## config.mk

```make
export PLATFORM = sky130hd
export DESIGN_NAME = hsr_front_flat
export DESIGN_NICKNAME = d
export VERILOG_FILES = /design/src/design/hsr_pkg.sv /design/src/design/hsr_req_if.sv /design/src/design/hsr_front.sv /design/src/flat_wrapper.sv
export SDC_FILE = /design/constraint.sdc
export NUM_CORES = 1
export LEC_CHECK = 0
export BUFFER_PORTS_ARGS = -buffer_cell sky130_fd_sc_hd__buf_2
export CORE_UTILIZATION = 42
export CTS_CLUSTER_DIAMETER = 150
export DETAILED_ROUTE_END_ITERATION = 7
export HOLD_SLACK_MARGIN = 0.02
export PLACE_DENSITY = 0.77
export SLEW_MARGIN = 20
export SYNTH_ARGS = -nofsm -noshare
export SYNTH_HDL_FRONTEND = slang
export SYNTH_SLANG_ARGS = --single-unit
```

## constraint.sdc

```tcl
create_clock -name clock -period 7.2 [get_ports clock]
set_input_delay 0.72 -clock clock [delete_from_list [all_inputs] [get_ports clock]]
set_output_delay 0.72 -clock clock [all_outputs]
set_load 0.02 [all_outputs]
```

## src/design/hsr_pkg.sv

```systemverilog
// shared types and constants of the handle slot registry
package hsr_pkg;

   localparam int unsigned HANDLE_W      = 32;
   localparam int unsigned TAG_W         = 32;
   localparam int unsigned OCC_W         = 7;
   localparam int unsigned DEFAULT_SLOTS = 64;
   localparam int unsigned QUEUE_DEPTH   = 2;

   localparam logic [HANDLE_W-1:0] HANDLE_MAX = 32'hFFFF_FFFF;

   typedef enum logic [1:0] {
      REQ_REGISTER   = 2'd0,
      REQ_UNREGISTER = 2'd1,
      REQ_LOOKUP     = 2'd2,
      REQ_COUNT      = 2'd3
   } req_code_type;

   typedef enum logic [1:0] {
      STAT_OK        = 2'd0,
      STAT_FULL      = 2'd1,
      STAT_NOT_FOUND = 2'd2
   } status_type;

   typedef struct packed {
      req_code_type        code;
      logic [HANDLE_W-1:0] handle;
      logic [TAG_W-1:0]    tag;
   } req_cmd_type;

   typedef struct packed {
      logic                valid;
      logic [HANDLE_W-1:0] handle;
      logic [TAG_W-1:0]    tag;
   } slot_entry_type;

endpackage

```

## src/design/hsr_req_if.sv

```systemverilog
// request channel of the handle slot registry
interface hsr_req_if;
   logic                         valid;
   logic                         ready;
   logic [1:0]                   req_type;
   logic [hsr_pkg::HANDLE_W-1:0] handle_in;
   logic [hsr_pkg::TAG_W-1:0]    ctx_tag;

   modport source (output valid, output req_type, output handle_in, output ctx_tag,
                   input ready);
   modport sink   (input valid, input req_type, input handle_in, input ctx_tag,
                   output ready);
endinterface

```

## src/design/hsr_front.sv

```systemverilog
// front end: accepts requests and reduces the handle of unregister and lookup requests to its slot index
module hsr_front #(
   parameter int unsigned SLOTS = hsr_pkg::DEFAULT_SLOTS
) (
   input  logic                       clock,
   input  logic                       reset,
   hsr_req_if.sink                    req,
   input  logic                       clear_busy,
   output logic                       push_valid,
   input  logic                       push_ready,
   output hsr_pkg::req_cmd_type       push_cmd,
   output logic [$clog2(SLOTS)-1:0]   push_idx
);

   localparam int unsigned IW = $clog2(SLOTS);
   localparam int unsigned HW = hsr_pkg::HANDLE_W;
   localparam int unsigned PW = 2 * HW + 1;
   // reciprocal of the slot count scaled by 2^(HW+IW); the quotient it gives
   // is the true one or one below, so one subtract corrects the remainder
   localparam logic [63:0]   RECIP_FULL = (64'd1 << (HW + IW)) / 64'(SLOTS);
   localparam logic [HW:0]   RECIP      = RECIP_FULL[HW:0];
   localparam logic [IW:0]   SLOTS_W    = (IW+1)'(SLOTS);
   localparam logic [IW-1:0] LAST_REM   = IW'(SLOTS - 1);

   typedef enum logic [1:0] {
      F_IDLE,
      F_MOD,
      F_PUSH
   } front_state_type;

   front_state_type                  state_ff, state_in;
   hsr_pkg::req_cmd_type             cmd_ff, cmd_in;
   logic [IW:0]                      quo_ff, quo_in;
   logic [IW-1:0]                    rem_ff, rem_in;
   logic [PW-1:0]                    prod;
   logic [IW:0]                      rem_raw;
   hsr_pkg::req_code_type            req_code;

   assign req_code   = hsr_pkg::req_code_type'(req.req_type);
   assign req.ready  = (state_ff == F_IDLE) && !clear_busy;
   assign push_valid = (state_ff == F_PUSH);
   assign push_cmd   = cmd_ff;
   assign push_idx   = rem_ff;

   // quotient estimate, then remainder low bits below twice the slot count
   assign prod    = PW'(req.handle_in) * PW'(RECIP);
   assign rem_raw = cmd_ff.handle[IW:0] - quo_ff * SLOTS_W;

   always_comb begin
      state_in = state_ff;
      cmd_in   = cmd_ff;
      quo_in   = quo_ff;
      rem_in   = rem_ff;
      unique case (state_ff)
         F_IDLE: begin
            if (req.valid && req.ready) begin
               cmd_in.code   = req_code;
               cmd_in.handle = req.handle_in;
               cmd_in.tag    = req.ctx_tag;
               quo_in        = prod[HW+IW +: IW+1];
               rem_in        = '0;
               if (req_code == hsr_pkg::REQ_UNREGISTER ||
                   req_code == hsr_pkg::REQ_LOOKUP) begin
                  state_in = F_MOD;
               end else begin
                  state_in = F_PUSH;
               end
            end
         end
         F_MOD: begin
            if (rem_raw >= SLOTS_W) begin
               rem_in = IW'(rem_raw - SLOTS_W);
            end else begin
               rem_in = rem_raw[IW-1:0];
            end
            state_in = F_PUSH;
         end
         F_PUSH: begin
            if (push_ready) begin
               state_in = F_IDLE;
            end
         end
         default: begin
            state_in = F_IDLE;
         end
      endcase
   end

   always_ff @(posedge clock) begin
      if (reset) begin
         state_ff <= F_IDLE;
      end else begin
         state_ff <= state_in;
      end
      cmd_ff <= cmd_in;
      quo_ff <= quo_in;
      rem_ff <= rem_in;
   end

   a_rem_in_range: assert property (@(posedge clock) disable iff (reset)
      state_ff == F_PUSH |-> rem_ff <= LAST_REM)
      else $error("slot index out of range");

endmodule

```

## src/flat_wrapper.sv

```systemverilog
// flat-port wrapper written by rule: the top's interface ports become plain ports
module hsr_front_flat 
#(
   parameter int unsigned SLOTS = hsr_pkg::DEFAULT_SLOTS
)
  (clock, reset, clear_busy, push_valid, push_ready, push_cmd, push_idx, req_valid, req_req_type, req_handle_in, req_ctx_tag, req_ready);
  hsr_req_if req_i ();
  input  logic clock;
  input  logic reset;
  input  logic clear_busy;
  output logic push_valid;
  input  logic push_ready;
  output hsr_pkg::req_cmd_type push_cmd;
  output logic [$clog2(SLOTS)-1:0] push_idx;
  input wire logic [$bits(req_i.valid)-1:0] req_valid;
  input wire logic [$bits(req_i.req_type)-1:0] req_req_type;
  input wire logic [$bits(req_i.handle_in)-1:0] req_handle_in;
  input wire logic [$bits(req_i.ctx_tag)-1:0] req_ctx_tag;
  output wire logic [$bits(req_i.ready)-1:0] req_ready;
  assign req_i.valid = req_valid;
  assign req_i.req_type = req_req_type;
  assign req_i.handle_in = req_handle_in;
  assign req_i.ctx_tag = req_ctx_tag;
  assign req_ready = req_i.ready;
  hsr_front #(.SLOTS(SLOTS)) u_core (.clock(clock), .reset(reset), .req(req_i), .clear_busy(clear_busy), .push_valid(push_valid), .push_ready(push_ready), .push_cmd(push_cmd), .push_idx(push_idx));
endmodule
```

* After elaboration in Yosys (flattened, before gate mapping)
Cells that the tools add are included. W data, S select, Z words.
Word-level totals: bits in registers 75, input port bits 71, logic and storage cells 31
Operators by class: add/sub/neg operators 2, magnitude comparators 1, equal/unequal tests 6, muxes and demuxes 7, reduce and logical (&&, ||, !) cells 9
Operator list (number):
- $mux W6 | 2
- $pmux W6 S2 | 1
- $ge A7 B7 Y1 const B | 1
- $sub A7 B7 Y7 | 1
- $mux W2 | 3
- $pmux W2 S3 | 1
- $reduce_and A2 Y1 | 3
- $sub A6 B1 Y6 const B | 1
- $eq A2 B1 Y1 const B | 2
- $eq A2 B2 Y1 const B | 2
- $logic_and A1 B1 Y1 | 2
- $logic_not A2 Y1 | 1
- $ne A2 B1 Y1 const B | 1
- $ne A2 B2 Y1 const B | 1
- $reduce_bool A2 Y1 | 1
- $logic_not A1 Y1 | 1
- $logic_or A1 B1 Y1 | 1

* Logic depth before layout (Yosys ltp)
word-level depth 5, depth in mapped cells 3, gate-level depth less buffers 2

* Worst setup path before layout
OpenSTA, ideal clock, no wires.
path kind in2reg, start point input port clear_busy, end point register u_core.cmd_ff, in the netlist u_core.push_cmd[0], enable pin, library setup time 0.571 ns, arrival time 5.365 ns, required time 6.629 ns, slack 1.264 ns, stages 2, buffers on the path 0, cells stage by stage nand2b_1 > nor3_1
Between the ends: word-level cells in the longest chain between the ends 4
RTL lines:
- start: declaration | RTL line flat_wrapper.sv:10 | input logic clear_busy;
- $logic_not A1 Y1 | RTL line hsr_front.sv:40 | assign req.ready = (state_ff == F_IDLE) && !clear_busy;
- $logic_and A1 B1 Y1 | RTL line hsr_front.sv:40
- $logic_and A1 B1 Y1 | RTL line hsr_front.sv:56 | if (req.valid && req.ready) begin
- $reduce_and A2 Y1 (no line)
- end signal: assignment | RTL line hsr_front.sv:95 | cmd_ff <= cmd_in;
- end: declaration | RTL line hsr_front.sv:32 | hsr_pkg::req_cmd_type cmd_ff, cmd_in;
No other way between the ends. A chain may end at the register's enable or synchronous reset.

* Worst setup path in the final report
start point register u_core.state_ff[1], end point output port push_valid
Between the ends: word-level cells in the longest chain between the ends 1
RTL lines:
- start: declaration | RTL line hsr_front.sv:31 | front_state_type state_ff, state_in;
- start signal: assignment | RTL line hsr_front.sv:93 | state_ff <= state_in;
- $eq A2 B2 Y1 | RTL line hsr_front.sv:41 | assign push_valid = (state_ff == F_PUSH);
- end: declaration | RTL line flat_wrapper.sv:11 | output logic push_valid;
No other way between the ends.

==> results.md <==
- The initial antenna violation count is 0.
- about 150 I/O pins were placed.
- Of the cells placed in the final design, the portion with a size suffix greater than 1 is 0.624.
- The number of nets still failing antenna checks after routing is 0.
- The first detailed-routing pass took 4 iterations.
- The smallest clock period supported by the final layout is computed as between 1.5 and 2 ns.
- During placement, the flow inserted port buffers numbering 144.
- The detailed-route via count is roughly 1.4k.
- In this run the critical register-to-register path is captured at u_core.push_cmd[15]$_DFFE_PP_.
- The top cell type's share of synthesized area is 0.917.
- The internal power is a little under 0.7 mW.
- The post-placement cell count is between 300 and 400.
- The post-detailed-placement cell area is between 3000 and 4000 sq um.
- The core footprint is 5270 sq um.
- The most instantiated library cell after synthesis is sky130_fd_sc_hd__edfxtp_1.
- In this run the horizontal extent of the chip is slightly below 80 um.
- The area fraction in compound gates after synthesis is 0.00584.
- The aggregate global-route resource usage is 0.158.
- The fraction of power spent switching nets is 0.215.
- The number of global-route vias before repair is roughly 1.4k.
- The dominant combinational cell family by area after synthesis is simple AND/OR/NAND/NOR gates.
- The switching component of the power is 0.188 mW.
- The number of buffers created by CTS is 9.
- Static timing analysis puts the maximum clock frequency at between 0.5 and 0.6 GHz.
- The count of final hold-check violations is 0.
- Of the total synthesized cell area, the portion taken by full adders, half adders and majority gates is 0.
- Clock tree synthesis found a total of 74 sinks.
- The setup slack after placement is just under 5 ns.
- The prevailing post-synth register cell is sky130_fd_sc_hd__edfxtp_1.
- After detailed routing, the number of remaining DRC violations is 0.
- At the worst endpoint, the required time is ~6.5 ns.
- Of the synthesized area, sequential elements account for 0.934.
- The tool flagged a number of max-cap violations equal to 0.
- For this block, the routed nets add up to between 4000 and 5000 um of wire.
- In this run the tightest slew margin relative to its limit is 0.467.
- Of the total synthesized cell area, the portion taken by AND, OR, NAND and NOR gates is 0.0499.
- The relative contribution of the clock network to total power is 0.331.
- Setup violations remaining at the end of the flow were counted as 0.
- The arrival time of the worst setup path is 1.21 ns.
- Using the TritonRoute via totals, the vias-per-cell ratio works out to around 4.4.
- The number of distinct library cells after synthesis is 16.
- The initial utilization of the core area, before any placement, comes to 0.447.
- The number of gates given a new drive strength after cts is 0.
- In this run, synthesis produced a sequential element count of between 70 and 80.
- The run finished with clean final reports.
- The kind of path behind the tightest hold check is flip-flop to flip-flop.
- The first global-routing pass estimated 6800 um of wire.
- At the pin with the least slew margin, the transition time is 0.800 ns.
- The largest total area in the synthesized netlist belongs to sky130_fd_sc_hd__edfxtp_1.
- The number of setup buffers added after CTS is 0.
- The worst hold path terminates at u_core.push_idx[4]$_SDFFCE_PN0P_.
- The multi-input gate area in the final layout is 145 sq um.
- Counting instances, the worst hold path has a depth of 1.
- The multiplexer area fraction after synthesis is 0.
- The xor-xnor portion of the synthesized cell area is 0.00372.
- Dividing the detail-routed wire length by the instance count gives about 14 um.
- The share of total power in sequential cells is 0.578.
- The pin count of the biggest net entering global routing is 67.
- The filler cell count is 424.
- The final setup slack of the worst path is about 5.3 ns.
- The count of H-tree levels built during CTS is 3.
- The layout-stage area growth over the synthesis result is 41.9%.
- Synthesis produced a netlist whose cell count is 95.
- Power comes to 0.874 mW.
- The area of the mapped netlist is around 2400 sq um.
- The final-layout worst hold slack is ~0.54 ns.
- The height of the die is slightly below 80 um.
- For this design the ratio of total power to cell area is around 260 nW/um^2.
- The number of nets in the finished design is approximately 320.
- Once layout is complete, the utilization of the core stands at 0.635.
- Along the worst path, the maximum fanout reaches 9.
- The count of hold-fix buffers inserted at cts is 0.
- The startpoint identified for the worst register-to-register timing path is u_core.state_ff[1]$_SDFFE_PP0P_.
- The nature of the critical path startpoint is a flip-flop.
- Once layout is complete, the cells apart from fillers number around 330.
- Across the whole layout, storage elements account for around 2200 sq um.
- The number of warnings issued by yosys is 0.
- The max-slew violation count is 0.
- Across the VDD grid, the largest voltage drop is between 0.1 and 0.15 mV.
- The sum of negative setup slack is 0 ns.
- Counting cells, the worst reg-to-reg path comes to 2.
- Setup repair after global routing left no endpoint under its margin.
- The power share of the combinational group is 0.091.
- The clock latency on the worst-skew pair is 0.32 ns.
- The congestion estimate from routability-driven global placement came to around 0.77.
- When the netlist entered floorplanning its net count stood at between 150 and 200.
- The share of synthesized flip-flops with an asynchronous set or reset is 0.
- The worst setup path is of the flip-flop to output port kind.
- Ranked by total cell area, the synthesized netlist is headed by sky130_fd_sc_hd__edfxtp_1 (92%), sky130_fd_sc_hd__dfxtp_1 (1.7%), sky130_fd_sc_hd__and2_1 (1.6%).
- The HPWL reported at the end of detailed placement is roughly 3300 um.
- On the final layout, the worst clock skew is 0.00439 ns.
- The register clock-pin slew on the reported worst setup and hold paths is about 0.07 ns.
- The per-instance average area after synthesis is 24.8 sq um.
- The maximum clock insertion buffer count is 2.
- Setup slack on the worst reg-to-reg path comes out at approximately 5.5 ns.
- The critical path launch point is u_core.state_ff[1]$_SDFFE_PP0P_.
- The remaining global-route overflow is 0.
- Of the available clock period, the critical path in the final layout requires 0.268.
- The root buffer selected by CTS is sky130_fd_sc_hd__clkbuf_8.
- Sorting the synthesized cells by how often they occur yields sky130_fd_sc_hd__edfxtp_1 (72), sky130_fd_sc_hd__and2_1 (6), sky130_fd_sc_hd__dfxtp_1 (2), sky130_fd_sc_hd__nor3_1 (2), sky130_fd_sc_hd__nor4b_1 (2).
- For this design the static power due to leakage is roughly 1.4 nW.
- STA classifies the critical path endpoint as an output port.
- After floorplanning, the core was divided into 26 placement rows.
- The clock tree from TritonCTS is done.
- The detailed router finished its first iteration with 68 violations.
- The number of enable flip-flop cells after synthesis is between 70 and 80.
- The floorplan step defined a die boundary enclosing 5920 sq um.
- The number of inserted diodes is 0.
- Summing all non-filler instances in the final layout gives an area of ~3300 sq um.
- The startpoint identified for the worst hold timing path is u_core.push_cmd[36]$_DFFE_PP_.
-- layout by cell type, fill, tap and decap left out, types with 2 or more instances in the layout --
cell	n
sky130_fd_sc_hd__edfxtp_1	72
sky130_fd_sc_hd__clkbuf_1	3
sky130_fd_sc_hd__and2_1	6
sky130_fd_sc_hd__clkbuf_8	9
sky130_fd_sc_hd__dfxtp_1	2
sky130_fd_sc_hd__buf_2	144
sky130_fd_sc_hd__clkinv_1	2
sky130_fd_sc_hd__nor4b_1	2
-- routing by layer --
layer / GRT usage / wire, um
met3: 0.0583 / 570
met5: 0 / 0
met2: 0.236 / 2020
met1: 0.199 / 1840
met4: 0.0865 / 82
-- cells by family (layout without fill, tap and decap cells) --
| family | Yosys count | in the layout |
|---|---|---|
| AND/OR/NAND/NOR | 16 | 16 |
| flip-flops | 74 | 74 |
| XOR/XNOR | 1 | 1 |
| buffers and inverters | 2 | 162 |
| AO/OA/AOI/OAI | 2 | 2 |
-- worst max path at each step --
stage | endpoint | slack (ns) | cells past startpoint
after CTS | push_valid | 5.26 | 2
after detailed placement | u_core.push_cmd[39]$_DFFE_PP_ | 4.96 | 4
final | push_valid | 5.27 | 2
after global routing | u_core.push_cmd[9]$_DFFE_PP_ | 5.20 | 4
after global placement | u_core.push_cmd[42]$_DFFE_PP_ | 5.02 | 4
after floorplan | u_core.push_cmd[0]$_DFFE_PP_ | 1.26 | 2
-- flip-flops by register name, summed over array words and instances (netlist names) --
| signal | count |
|---|---|
| u_core.push_cmd | 66 |
| u_core.state_ff | 2 |
| u_core.push_idx | 6 |
-- layout make-up --
cell class              instances  share of cell area
clock buffers                  12              0.0404
clock inverters                 4              0.0127
inverters                       1             0.00112
multi-input cells              19              0.0434
flip-flops and latches         74               0.658
well taps                      70              0.0262
repair buffers                145               0.218
-- power by group through the flow --
stage / Clock (mW) / Sequential [mW] / Combinational (mW)
floorplan: 0 / 0.542 / 0.0142
global placement: 0 / 0.513 / 0.0796
detailed placement: 0 / 0.514 / 0.0808
CTS: 0.299 / 0.505 / 0.0810
global route: 0.311 / 0.507 / 0.0861
finish: 0.290 / 0.505 / 0.0797
-- critical path, cell delays in order, from the launching register on --
cell,delay [ns]
sky130_fd_sc_hd__dfxtp_1,0.55
sky130_fd_sc_hd__nor2b_1,0.18
sky130_fd_sc_hd__buf_2,0.17
Power figures use the tool's default switching activity.
