--- src/design/hsr_pkg.sv ---
// shared types and constants of the handle slot registry
package hsr_pkg;

   localparam int unsigned HANDLE_W      = 32;
   localparam int unsigned TAG_W         = 32;
   localparam int unsigned OCC_W         = 7;
   localparam int unsigned DEFAULT_SLOTS = 64;
   localparam int unsigned QUEUE_DEPTH   = 2;

   localparam logic [HANDLE_W-1:0] HANDLE_MAX = 32'hFFFF_FFFF;

   typedef enum logic [1:0] {
      REQ_REGISTER   = 2'd0,
      REQ_UNREGISTER = 2'd1,
      REQ_LOOKUP     = 2'd2,
      REQ_COUNT      = 2'd3
   } req_code_type;

   typedef enum logic [1:0] {
      STAT_OK        = 2'd0,
      STAT_FULL      = 2'd1,
      STAT_NOT_FOUND = 2'd2
   } status_type;

   typedef struct packed {
      req_code_type        code;
      logic [HANDLE_W-1:0] handle;
      logic [TAG_W-1:0]    tag;
   } req_cmd_type;

   typedef struct packed {
      logic                valid;
      logic [HANDLE_W-1:0] handle;
      logic [TAG_W-1:0]    tag;
   } slot_entry_type;

endpackage

--- src/design/hsr_cmd_queue.sv ---
// small command queue between front and back end
module hsr_cmd_queue #(
   parameter int unsigned WIDTH = 8,
   parameter int unsigned DEPTH = hsr_pkg::QUEUE_DEPTH
) (
   input  logic             clock,
   input  logic             reset,
   input  logic             push_valid,
   output logic             push_ready,
   input  logic [WIDTH-1:0] push_data,
   output logic             pop_valid,
   input  logic             pop,
   output logic [WIDTH-1:0] pop_data
);

   localparam int unsigned PW = (DEPTH > 1) ? $clog2(DEPTH) : 1;
   localparam int unsigned CW = $clog2(DEPTH + 1);
   localparam logic [PW-1:0] LAST_PTR = PW'(DEPTH - 1);

   logic [WIDTH-1:0] store_ff [DEPTH];
   logic [PW-1:0]    wr_ptr_ff, rd_ptr_ff;
   logic [CW-1:0]    count_ff;
   logic             do_push, do_pop;

   assign push_ready = (count_ff != CW'(DEPTH));
   assign pop_valid  = (count_ff != '0);
   assign pop_data   = store_ff[rd_ptr_ff];
   assign do_push    = push_valid && push_ready;
   assign do_pop     = pop && pop_valid;

   always_ff @(posedge clock) begin
      if (reset) begin
         wr_ptr_ff <= '0;
         rd_ptr_ff <= '0;
         count_ff  <= '0;
      end else begin
         if (do_push) begin
            wr_ptr_ff <= (wr_ptr_ff == LAST_PTR) ? '0 : wr_ptr_ff + PW'(1);
         end
         if (do_pop) begin
            rd_ptr_ff <= (rd_ptr_ff == LAST_PTR) ? '0 : rd_ptr_ff + PW'(1);
         end
         if (do_push && !do_pop) begin
            count_ff <= count_ff + CW'(1);
         end else if (do_pop && !do_push) begin
            count_ff <= count_ff - CW'(1);
         end
      end
      if (do_push) begin
         store_ff[wr_ptr_ff] <= push_data;
      end
   end

endmodule

--- config.mk ---
export PLATFORM = sky130hd
export DESIGN_NAME = hsr_cmd_queue
export DESIGN_NICKNAME = d
export VERILOG_FILES = /design/src/design/hsr_pkg.sv /design/src/design/hsr_cmd_queue.sv
export SDC_FILE = /design/constraint.sdc
export NUM_CORES = 1
export LEC_CHECK = 0
export ABC_CLOCK_PERIOD_IN_PS = 2100
export BUFFER_PORTS_ARGS = -buffer_cell sky130_fd_sc_hd__buf_2
export CAP_MARGIN = 10
export CORE_MARGIN = 2
export CORE_UTILIZATION = 52
export CTS_BUF_LIST = sky130_fd_sc_hd__clkbuf_8
export DETAILED_ROUTE_END_ITERATION = 8
export PLACE_DENSITY = 0.81
export SLEW_MARGIN = 20
export SYNTH_ARGS = -nofsm -noshare
export SYNTH_HDL_FRONTEND = slang
export SYNTH_SLANG_ARGS = --single-unit
export TNS_END_PERCENT = 5
--- constraint.sdc ---
create_clock -name clock -period 2.1 [get_ports clock]
set_input_delay 0.21 -clock clock [delete_from_list [all_inputs] [get_ports clock]]
set_output_delay 0.21 -clock clock [all_outputs]
set_load 0.01 [all_outputs]
### Yosys cells after proc, flatten, opt, wreduce, memory -nomap -nowiden

Memories as Yosys holds them, arrays and structs flattened. A register that Yosys moved wholly into a read port is not among the register bits.
Index checks and enable logic that the tools add are counted.

* add/subtract/negate cells: 4
* multiply operators: 0
* div/mod/pow operators: 0
* magnitude comparators: 0
* equal/unequal tests: 1
* shift operators: 0
* multiplexer cells: 8
* bitwise logic cells: 0
* reductions and logical operators: 8

Operator list (count)
* $mux W1: 6
* $logic_and A1 B1 Y1: 4
* $mux W2: 2
* $reduce_bool A2 Y1: 2
* $add A1 B1 Y1 const B: 2
* $add A2 B1 Y2 const B: 1
* $logic_not A1 Y1: 2
* $ne A2 B2 Y1 const B: 1
* $sub A2 B1 Y2 const B: 1

* flip-flop bits (word level): 4
* latch bits: 0
* RAM bits: 16
* memory bits (read-only): 0
* input port bits: 12
* output and inout port bits: 10
* word-level logic and storage cells: 25
* memories kept: 1

Memory list
* store_ff: depth 2, bits a word 8, read ports 1, clocked after memory_dff 1, wr ports 1, line hsr_cmd_queue.sv:20 `logic [WIDTH-1:0] store_ff [DEPTH];`

### Longest topological paths before layout

Gate-level depths: netlist (run 1).

* depth after elaboration: 6
* gate-level depth with buffers: 6
* gate-level depth less buffers: 6

### Worst setup path before layout (run 1)

OpenSTA, ideal clock, no wires.

* path type: flip-flop to flip-flop
* start: reg count_ff[0]
* end: reg count_ff[1]
* setup time: 70 ps
* arrival time: 1429 ps
* required time: 2030 ps
* setup slack: 601 ps
* stages on the path, launching flop included: 6
* path buffers: 0
* period minus slack after synthesis: 1499 ps
* cell sequence: dfxtp_1 nand2b_4 and2_1 ha_1 or3_1 a21oi_1

* cells in the longest elaborated chain, start to end: 5
* elaborated cells between the ends (all ways): 13
* those cells by class: add/sub (2); eq/ne (1); mux (2); reduce/logical (8)

RTL lines
* from (decl): line hsr_cmd_queue.sv:22 `logic [CW-1:0] count_ff;`
* from (signal assigned): line hsr_cmd_queue.sv:44 `count_ff <= count_ff + CW'(1);`
* from (signal assigned): line hsr_cmd_queue.sv:46 `count_ff <= count_ff - CW'(1);`
* $ne A2 B2 Y1 *: line hsr_cmd_queue.sv:25 `assign push_ready = (count_ff != CW'(DEPTH));`
* via push_ready: line hsr_cmd_queue.sv:9 `output logic push_ready,`
* $logic_and A1 B1 Y1 *: line hsr_cmd_queue.sv:28 `assign do_push = push_valid && push_ready;`
* $logic_not A1 Y1: line hsr_cmd_queue.sv:45 `end else if (do_pop && !do_push) begin`
* $logic_and A1 B1 Y1: line hsr_cmd_queue.sv:45
* $reduce_bool A2 Y1 (no line)

Mark *: on every way through the listed nets, which the timed path passes. The rest lies on a longest branch. The select of a mux whose other input is x is not followed.
A chain may end at the register's enable or synchronous reset.

### Worst setup path in the final report (run 1)

* start: reg count_ff[0]
* end: reg count_ff[1]

* cells in the longest elaborated chain, start to end: 5
* elaborated cells between the ends (all ways): 13
* those cells by class: add/sub (2); eq/ne (1); mux (2); reduce/logical (8)

RTL lines
* branches (longest 5 deep; another with $sub A2 B1 Y2)

Parallel ways; which one is timed is not known. The select of a mux whose other input is x is not followed.

==> results.py, run 1 <==
metrics = {
    "run_status": {
        "status": "completed",
    },
    "critical_path": {
        "timing.critical_path.arrival_ps": 1740,
        "r2r_end": "count_ff[1]",
        "reg2reg_depth": 5,
        "worst-setup-path-type": "reg2reg",
        "worstSetupStartpointType": "register",
        "startpoint": "count_ff[0]",
        "critical-path-max-stage-delay_ps": 380,
        "rrSetupSlack_ps": 540,
        "critPathSlowestCell": "sky130_fd_sc_hd__or3_1",
        "crit-reg2reg-launch": "count_ff[0]",
        "critPathCaptureType": "register",
        "worstPathCellList": "nand2b_4 > and2_1 > ha_1 > or3_1 > a21oi_1",
        "largest_driver_fanout_on_the_critical_path": 5,
        "cp.required_ps": 2280,
    },
    "power": {
        "p_sw_share_pct": 27.73,
        "total_switching_power_mw": 0.3185,
        "vdd.ir_drop.worst_v": 0.0006684,
        "p_int_mw": 0.8303,
        "totalPowerFinal_mw": 1.149,
        "logic_gate_share_of_total_power_pct": 28.4,
        "clock_share_of_power_pct": 20.9,
        "powerDensity_nw_per_um2": 1183,
        "seq_power_share_pct": 50.7,
        "p_leak_nw": 0.3937,
    },
    "synthesis": {
        "synthesis.nets": 62,
        "yosysWarnings": 0,
        "syn-mean-instance-area_um2": 16.44,
        "ys_ff_latch": 21,
        "yosysSeqAreaShare_pct": 72.05,
        "netlist.area_leader.share_pct": 59.63,
        "synth_area_leaders": "sky130_fd_sc_hd__edfxtp_1 (60%), sky130_fd_sc_hd__dfxtp_1 (12%), sky130_fd_sc_hd__mux2_2 (11%)",
        "synth.lib_cells_used.distinct": 17,
        "postSynthCellCount": 49,
        "post-synth-top-area-cell": "sky130_fd_sc_hd__edfxtp_1",
        "summed_instance_area_of_the_synthesized_netlist_um2": 805.8,
    },
    "cts": {
        "clockBufferDepth": 2,
        "cts_buffers": 3,
        "cts.reportedPaths.clkPinSlew_ps": 70,
        "h_tree_levels": 1,
        "post_cts.repair.setup_buffers": 0,
        "clk_latency_ps": 240,
        "post_cts_sizing": 0,
        "root_driver": "sky130_fd_sc_hd__clkbuf_8",
        "cts.sink_count": 21,
        "cts_hold_buf": 0,
        "tritoncts_clock_tree": "built",
    },
    "final_layout": {
        "synth_to_layout_area_growth_pct": 20.50,
        "drive_gt1_share_pct": 47.95,
        "insertedDiodeCount": 0,
        "finish.instance_area_um2": 970.9,
        "final_cell_count_no_fill": 89,
        "finish.net_count": 87,
        "final_core_util_pct": 65.99,
    },
    "global_routing": {
        "grt_first_pass_wirelength_um": 1828,
        "globalRoute.busiestLayer": "met2",
        "vias_in_the_first_global_route": 449,
        "groute.usage.overall_pct": 13.24,
        "groute.layer.met1.usage_pct": 16.00,
        "groute.layer.met3.usage_pct": 1.250,
        "number_of_antenna_violations_at_the_first_check_in_global_routing": 0,
        "total_global_routing_overflow": 0,
        "grt_use_met2_pct": 25.97,
        "maximum_number_of_pins_on_one_net_before_global_route_repair": 12,
    },
    "drt": {
        "tritonroute_pass_1_iters": 3,
        "first_iter_violations": 3,
        "num_vias": 449,
        "ant_nets": 0,
        "drc_errors": 0,
        "via_cell_ratio": 5.045,
        "drt-wirelength-per-cell_um": 13.26,
        "finalWirelength_um": 1180,
    },
    "timing": {
        "finalSetupViolCount": 0,
        "final_period_minus_worst_setup_slack_ps": 1556,
        "worst_slew_pin_slew_ps": 376.9,
        "maxSlewHeadroom_pct": 74.87,
        "final_hold_viol_count": 0,
        "timing.final.crit_share_pct": 74.08,
        "fmax_ghz": 0.6428,
        "finalSetupTns_ps": 0,
        "clock_skew_ps": 2.919,
        "timing.final.max_slew_violations": 0,
        "unrepaired_setup_endpoints_after_global_routing": "no",
    },
    "placed_design": {
        "detailed_place.area_um2": 925.9,
        "port_buffers": 21,
        "place.gp.congestion": 0.6692,
        "dpl.hpwl_um": 898.1,
        "dp_cells": 85,
    },
    "floorplanning": {
        "floorplan.initialDensity_pct": 54.76,
        "fp.dieArea_um2": 1881,
        "placeableCoreArea_um2": 1471,
        "pin_count": 22,
        "die-height_um": 43.37,
        "die-width_um": 43.37,
        "placementRows": 14,
    },
    "run": {
        "cap_violations": 0,
    },
    "min_path": {
        "worst_hold_path.endpoint": "store_ff[1][6]",
        "depth_of_the_worst_hold_timing_path": 1,
        "hold_path.class": "in2reg",
        "hp-start": "push_data[6]",
    },
}
## cell usage after synthesis
cell                        n
sky130_fd_sc_hd__edfxtp_1  16
sky130_fd_sc_hd__and2_1     1
sky130_fd_sc_hd__o21ai_0    2
sky130_fd_sc_hd__or2_2      1
sky130_fd_sc_hd__ha_1       1
sky130_fd_sc_hd__inv_1      1
sky130_fd_sc_hd__and3_1     1
sky130_fd_sc_hd__dfxtp_1    5
sky130_fd_sc_hd__xor2_1     3
sky130_fd_sc_hd__or3_1      1
sky130_fd_sc_hd__buf_2      1
sky130_fd_sc_hd__mux2_2     8
sky130_fd_sc_hd__a21oi_1    2
sky130_fd_sc_hd__nor2_1     3
sky130_fd_sc_hd__nand2b_4   1
sky130_fd_sc_hd__nand3b_1   1
sky130_fd_sc_hd__a21bo_2    1
## cells by family after synthesis
group,count (synthesis),synth area share (%)
adders and majority gates,1,1.553
xor gates and xnor gates,3,3.261
and+or+nand+nor,9,7.145
muxes,8,11.18
AOI/OAI and AO/OA,5,3.727
DFF,21,72.05
buffers and inverters,2,1.086
## state kept, by name (all words and copies together), names as in the netlist, named ones only
register	flops
wr_ptr_ff	1
rd_ptr_ff	1
count_ff	2
store_ff	16
## routing by layer
metal  routed length [um]  vias to the layer above
met5                    0                        -
met4                    0                        0
met3                   36                        0
met2                  654                       10
met1                  488                      208
li1                     -                      231
## power groups by stage
stage	registers, mW	logic (mW)	clock network [mW]
after detailed placement	0.594	0.329	0
after floorplan	0.564	0.252	0
after CTS	0.586	0.332	0.249
after global placement	0.589	0.320	0
after global routing	0.593	0.362	0.267
final	0.582	0.326	0.240
## layout by cell type (no fill, tap or decap)
master / instances
sky130_fd_sc_hd__a21bo_2: 1
sky130_fd_sc_hd__a21oi_1: 2
sky130_fd_sc_hd__and2_1: 1
sky130_fd_sc_hd__and3_1: 1
sky130_fd_sc_hd__buf_2: 21
sky130_fd_sc_hd__clkbuf_8: 3
sky130_fd_sc_hd__dfxtp_1: 5
sky130_fd_sc_hd__edfxtp_1: 16
sky130_fd_sc_hd__ha_1: 1
sky130_fd_sc_hd__inv_1: 2
sky130_fd_sc_hd__mux2_2: 8
sky130_fd_sc_hd__nand2b_4: 1
sky130_fd_sc_hd__nand3b_1: 1
sky130_fd_sc_hd__nor2_1: 3
sky130_fd_sc_hd__o21ai_0: 2
sky130_fd_sc_hd__or2_2: 1
sky130_fd_sc_hd__or3_1: 1
sky130_fd_sc_hd__xor2_1: 3
## final cells by class
type / count / area (um^2)
Clock buffer: 3 / 41.29
Clock inverter: 1 / 3.754
Fill cell: 112 / 500.5
Inverter: 1 / 3.754
Multi-Input combinational cell: 26 / 216.5
Sequential cell: 21 / 580.6
Tap cell: 16 / 20.02
Timing Repair Buffer: 21 / 105.1
## per-stage QoR
| stage | setup slack (ps) | hold WS, ps |
|---|---|---|
| 4_1_cts | 537.2 | 148.5 |
| 2_1_floorplan | 601.0 | 279.1 |
| 3_3_place_gp | 598.9 | 399.2 |
| 6_report | 544.2 | 150.0 |
| 5_1_grt | 468.2 | 145.9 |
| 3_5_place_dp | 560.5 | 402.4 |
## critical path: cells and delay by family (launching register included)
family                   cells  cell delay [ps]
AO/OA/AOI/OAI                1              140
adder cells (fa/ha/maj)      1              300
flip-flops                   1              350
AND/OR/NAND/NOR              3              700
## worst max-delay path by stage
| stage | endpoint | slack, ps | cells past startpoint |
|---|---|---|---|
| floorplan | count_ff[1] | 600 | 5 |
| global placement | count_ff[1] | 600 | 5 |
| detailed placement | count_ff[1] | 560 | 5 |
| CTS | count_ff[1] | 540 | 5 |
| global route | count_ff[1] | 470 | 5 |
| finish | count_ff[1] | 540 | 5 |
(Power assumes the default switching activity.)
==> run 2: changes to the inputs <==
- ABC_CLOCK_PERIOD_IN_PS: 2100 -> 1300
- CORE_UTILIZATION: 52 -> 47
- PLACE_DENSITY: 0.81 -> 0.78
- clock period: 2.1 -> 1.3 ns (I/O delays scaled with it)
==> run 2 against run 1 <==
  * The run now ends with negative setup slack left
  * Core utilization up 3.0 points
  * Worst setup slack worse by 650 ps
  * Highest routed layer is now met4
  * Critical path type unchanged
  * Critical endpoint unchanged
  * Largest power group unchanged
  * Die area up 9.6%
==> results.py, run 2 (same netlist as run 1, synthesis figures left out) <==
metrics = {
    "placed_design": {
        "port_buffers": 21,
        "detailedPlace.worstSlack_ps": -131.2,
        "dpl.hpwl_um": 933.5,
        "place.gp.congestion": 0.7637,
        "dp_cells": 94,
    },
    "timing": {
        "unrepaired_setup_endpoints_after_global_routing": "yes",
        "fmax_ghz": 0.7101,
        "maxSlewHeadroom_pct": 85.65,
        "timing.final.crit_share_pct": 108.3,
        "timing.final.max_slew_violations": 0,
        "postLayoutSetupSlackWorst_ps": -108.3,
        "fin_worst_hold_slack_ps": 61.73,
        "worst_slew_pin_slew_ps": 213.0,
        "clock_skew_ps": 1.804,
        "final_hold_viol_count": 0,
        "final_period_minus_worst_setup_slack_ps": 1408,
        "finalSetupViolCount": 1,
        "finalSetupTns_ps": -108.3,
    },
    "drt": {
        "drc_errors": 0,
        "drt-wirelength-per-cell_um": 12.46,
        "num_vias": 509,
        "finalWirelength_um": 1221,
        "via_cell_ratio": 5.194,
        "tritonroute_pass_1_iters": 2,
        "ant_nets": 0,
        "first_iter_violations": 2,
    },
    "floorplanning": {
        "placementRows": 14,
        "fp.dieArea_um2": 2062,
        "pin_count": 22,
        "placeableCoreArea_um2": 1559,
        "die-width_um": 45.41,
        "floorplan.initialDensity_pct": 51.69,
        "die-height_um": 45.41,
    },
    "critical_path": {
        "critPathCaptureType": "register",
        "timing.critical_path.arrival_ps": 1600,
        "worstSetupStartpointType": "register",
        "reg2reg_depth": 6,
        "crit-reg2reg-launch": "count_ff[0]",
        "cp.required_ps": 1490,
        "rrSetupSlack_ps": -110,
        "largest_driver_fanout_on_the_critical_path": 4,
        "worst-setup-path-type": "reg2reg",
        "r2r_end": "count_ff[1]",
    },
    "global_routing": {
        "maximum_number_of_pins_on_one_net_before_global_route_repair": 13,
        "groute.layer.met3.usage_pct": 3.571,
        "groute.usage.overall_pct": 14.32,
        "globalRoute.busiestLayer": "met2",
        "total_global_routing_overflow": 0,
        "vias_in_the_first_global_route": 515,
        "grt_use_met2_pct": 25.07,
        "groute.layer.met1.usage_pct": 14.40,
        "grt_first_pass_wirelength_um": 1959,
        "number_of_antenna_violations_at_the_first_check_in_global_routing": 0,
    },
    "cts": {
        "clk_latency_ps": 250,
        "cts.sink_count": 21,
        "clockBufferDepth": 2,
        "root_driver": "sky130_fd_sc_hd__clkbuf_8",
        "cts.reportedPaths.clkPinSlew_ps": 70,
        "tritoncts_clock_tree": "built",
        "cts_buffers": 3,
        "h_tree_levels": 1,
    },
    "final_layout": {
        "drive_gt1_share_pct": 63.41,
        "finish.net_count": 96,
        "registers.top_by_ff_count": "store_ff",
        "synth_to_layout_area_growth_pct": 33.38,
        "most_frequent_cells_in_the_layout": "sky130_fd_sc_hd__buf_2 (20), sky130_fd_sc_hd__edfxtp_1 (16), sky130_fd_sc_hd__buf_4 (9), sky130_fd_sc_hd__mux2_2 (8)",
        "number_of_flip_flops_in_the_largest_register": 16,
        "final_cell_count_no_fill": 98,
        "layout.cells.most_common": "sky130_fd_sc_hd__buf_2",
        "insertedDiodeCount": 0,
        "reg.largest.list": "store_ff: 16 flops, count_ff: 2 flops",
    },
    "power": {
        "powerDensity_nw_per_um2": 1955,
        "p_leak_nw": 0.4430,
        "totalPowerFinal_mw": 2.101,
        "vdd.ir_drop.worst_v": 0.001242,
    },
    "run_status": {
        "status": "complete, but fails checks",
        "failed_checks": "negative setup slack",
    },
    "min_path": {
        "hold_path.class": "in2reg",
        "worst_hold_path.endpoint": "store_ff[0][0]",
        "hp-start": "push_data[0]",
        "depth_of_the_worst_hold_timing_path": 1,
    },
    "run": {
        "cap_violations": 0,
    },
}
[run 2: cell types whose count changed in the layout (fill, tap and decap cells not counted), sizes merged]
| cell | before | now |
|---|---|---|
| clkinv | 0 | 1 |
| inv | 2 | 1 |
| buf | 21 | 30 |
[run 2: metal layers]
metal  routed length (um)  vias up
li1                     -      248
met1                  503      239
met2                  638       17
met3                   48        5
met4                   30        0
met5                    0        -
[run 2: repair_timing]
action | 4_1_cts | 5_1_grt
resized for setup | 3 | 2
pin swaps | 0 | 1
setup endpoints to repair | 10 | 11
hold buffers | 0 | 0
setup buffers | 0 | 0
[run 2: critical path, stage by stage, from the launching register on]
cell and delay [ps]:
sky130_fd_sc_hd__dfxtp_2 340, sky130_fd_sc_hd__nand2b_4 140, sky130_fd_sc_hd__and2_4 140, sky130_fd_sc_hd__ha_4 140, sky130_fd_sc_hd__xor2_1 130, sky130_fd_sc_hd__or3_1 320
sky130_fd_sc_hd__a21oi_2 120
[run 2: worst max path at each step]
stage	slack, ps	depth (start not counted)	endpoint	from
detailed placement	-130	6	count_ff[1]	count_ff[1]
finish	-110	6	count_ff[1]	count_ff[0]
floorplan	-80	6	count_ff[1]	count_ff[0]
global placement	-60	6	count_ff[1]	count_ff[1]
CTS	-120	6	count_ff[1]	count_ff[0]
global route	-170	6	count_ff[1]	count_ff[0]
[run 2: power by group]
part / total [mW] / switching (mW) / internal [mW]
clock: 0.407 / 0.194 / 0.213
sequential: 0.954 / 0.0888 / 0.865
combinational: 0.740 / 0.305 / 0.435
total: 2.10 / 0.588 / 1.51
[run 2: through the flow]
stage	cell area, um^2	utilization, %
2_1_floorplan	825.8	-
3_3_place_gp	1013	65.01
3_5_place_dp	1013	65.01
4_1_cts	1065	68.30
5_1_grt	1075	68.94
6_report	1075	68.94
[run 2: layout make-up]
cell class	instances	area (um^2)
clock buffers	3	41.29
repair buffers	30	178.9
flip-flops and latches	21	586.8
fillers	108	484.2
well taps	16	20.02
clock inverters	1	5.005
multi-input cells	26	239.0
inverters	1	3.754
==> run 3: changes to the inputs <==
- ABC_CLOCK_PERIOD_IN_PS: 1300 -> 1700
- CORE_UTILIZATION: 47 -> 56
- GPL_ROUTABILITY_DRIVEN: default -> 0
- MAX_ROUTING_LAYER: default -> met4
- PLACE_DENSITY: 0.78 -> 0.87
- clock period: 1.3 -> 1.7 ns (I/O delays scaled with it)
==> run 3 against run 2 <==
  * Core utilization is 4.7 points higher
  * The flow now finishes without violations
  * Via count decreased by 12%
  * Sequential share of layout area increased by 5.3 points
  * Critical path type unchanged
  * Critical endpoint unchanged
  * Worst hold slack gained 45 ps
  * Largest power group unchanged
  * Largest cell class unchanged
  * Routed wire length is 1.9% higher
==> results.py, run 3 (same netlist as run 1, synthesis figures left out) <==
metrics = {
    "floorplanning": {
        "floorplan.initialDensity_pct": 61.16,
        "die-height_um": 41.93,
        "placeableCoreArea_um2": 1318,
        "pin_count": 22,
        "fp.dieArea_um2": 1758,
        "placementRows": 13,
        "die-width_um": 41.93,
    },
    "final_layout": {
        "insertedDiodeCount": 0,
        "drive_gt1_share_pct": 47.95,
        "layout.cells.most_common": "sky130_fd_sc_hd__buf_2",
        "synth_to_layout_area_growth_pct": 20.34,
        "number_of_flip_flops_in_the_largest_register": 16,
        "finish.net_count": 87,
        "final_cell_count_no_fill": 88,
        "reg.largest.list": "store_ff: 16 flops, count_ff: 2 flops",
        "final_core_util_pct": 73.60,
        "filler_cell_count": 87,
        "most_frequent_cells_in_the_layout": "sky130_fd_sc_hd__buf_2 (21), sky130_fd_sc_hd__edfxtp_1 (16), sky130_fd_sc_hd__mux2_2 (8), sky130_fd_sc_hd__dfxtp_1 (5)",
        "registers.top_by_ff_count": "store_ff",
    },
    "critical_path": {
        "reg2reg_depth": 5,
        "worst-setup-path-type": "reg2reg",
        "timing.critical_path.arrival_ps": 1780,
        "startpoint": "count_ff[0]",
        "critPathCaptureType": "register",
        "crit-reg2reg-launch": "count_ff[0]",
        "largest_driver_fanout_on_the_critical_path": 5,
        "cp.required_ps": 1880,
        "worstSetupStartpointType": "register",
    },
    "power": {
        "powerDensity_nw_per_um2": 1472,
        "vdd.ir_drop.worst_v": 0.0009275,
        "p_leak_nw": 0.3937,
    },
    "cts": {
        "post_cts.repair.setup_buffers": 0,
        "cts_buffers": 3,
        "tritoncts_clock_tree": "built",
        "cts_hold_buf": 0,
        "post_cts_sizing": 0,
        "cts.sink_count": 21,
        "h_tree_levels": 1,
        "clockBufferDepth": 2,
        "cts.reportedPaths.clkPinSlew_ps": 70,
        "clk_latency_ps": 250,
        "root_driver": "sky130_fd_sc_hd__clkbuf_8",
    },
    "timing": {
        "fmax_ghz": 0.6248,
        "worst_slew_pin_slew_ps": 408.6,
        "unrepaired_setup_endpoints_after_global_routing": "no",
        "clock_skew_ps": 1.208,
        "finalSetupViolCount": 0,
        "finalSetupTns_ps": 0,
        "timing.final.crit_share_pct": 94.15,
        "final_hold_viol_count": 0,
        "fin_worst_hold_slack_ps": 107.1,
        "maxSlewHeadroom_pct": 72.76,
        "timing.final.max_slew_violations": 0,
        "final_period_minus_worst_setup_slack_ps": 1601,
    },
    "drt": {
        "drt-wirelength-per-cell_um": 14.14,
        "ant_nets": 0,
        "via_cell_ratio": 5.091,
        "first_iter_violations": 13,
        "finalWirelength_um": 1244,
        "tritonroute_pass_1_iters": 3,
        "drc_errors": 0,
        "num_vias": 448,
    },
    "min_path": {
        "hold_path.class": "in2reg",
        "hp-start": "push_data[0]",
        "depth_of_the_worst_hold_timing_path": 1,
    },
    "global_routing": {
        "grt_first_pass_wirelength_um": 2152,
        "maximum_number_of_pins_on_one_net_before_global_route_repair": 12,
        "total_global_routing_overflow": 0,
        "number_of_antenna_violations_at_the_first_check_in_global_routing": 0,
        "vias_in_the_first_global_route": 481,
        "groute.usage.overall_pct": 17.72,
    },
    "placed_design": {
        "port_buffers": 21,
        "dp_cells": 84,
        "dpl.hpwl_um": 942.4,
    },
    "run": {
        "cap_violations": 0,
    },
    "run_status": {
        "status": "completed",
    },
}
-- run 3: final cells by class --
| class | count | area, um^2 | share of cell area [%] |
|---|---|---|---|
| clock buffers | 3 | 41.29 | 4.258 |
| clock inverters | 1 | 3.754 | 0.3871 |
| inverters | 1 | 3.754 | 0.3871 |
| multi-input cells | 26 | 216.5 | 22.32 |
| flip-flops and latches | 21 | 580.6 | 59.87 |
| well taps | 15 | 18.77 | 1.935 |
| repair buffers | 21 | 105.1 | 10.84 |
-- run 3: power breakdown --
group          switching (mW)  internal (mW)  total, mW
Sequential             0.0693          0.652      0.721
Clock                   0.139          0.160      0.299
Combinational           0.193          0.214      0.407
Total                   0.401           1.03       1.43
-- run 3: final timing paths --
path | to | slack, ps
min reg2reg | rd_ptr_ff | 520
max reg2reg | count_ff[1] | 100
max | count_ff[1] | 100
min | store_ff[0][0] | 110
-- run 3: metrics by stage --
step / instance area (um^2) / power [mW] / setup WS [ps]
2_1_floorplan: 805.8 / 1.008 / 201.0
3_3_place_gp: 924.6 / 1.123 / 196.9
3_5_place_dp: 924.6 / 1.143 / 112.4
4_1_cts: 969.7 / 1.441 / 84.33
5_1_grt: 969.7 / 1.519 / 6.613
6_report: 969.7 / 1.428 / 99.48
-- run 3: critical path, stage by stage (launching register included) --
cell                       delay [ps]
sky130_fd_sc_hd__dfxtp_1          350
sky130_fd_sc_hd__nand2b_4         170
sky130_fd_sc_hd__and2_1           160
sky130_fd_sc_hd__ha_1             300
sky130_fd_sc_hd__or3_1            390
sky130_fd_sc_hd__a21oi_1          160
-- run 3: routing by layer --
layer | vias to the layer above | track usage (%) | share of wire [%]
li1 | 225 | - | -
met1 | 208 | 19.47 | 41
met2 | 13 | 30.31 | 54
met3 | 2 | 4.348 | 4.2
met4 | 0 | 7.742 | 0.88
met5 | - | - | 0
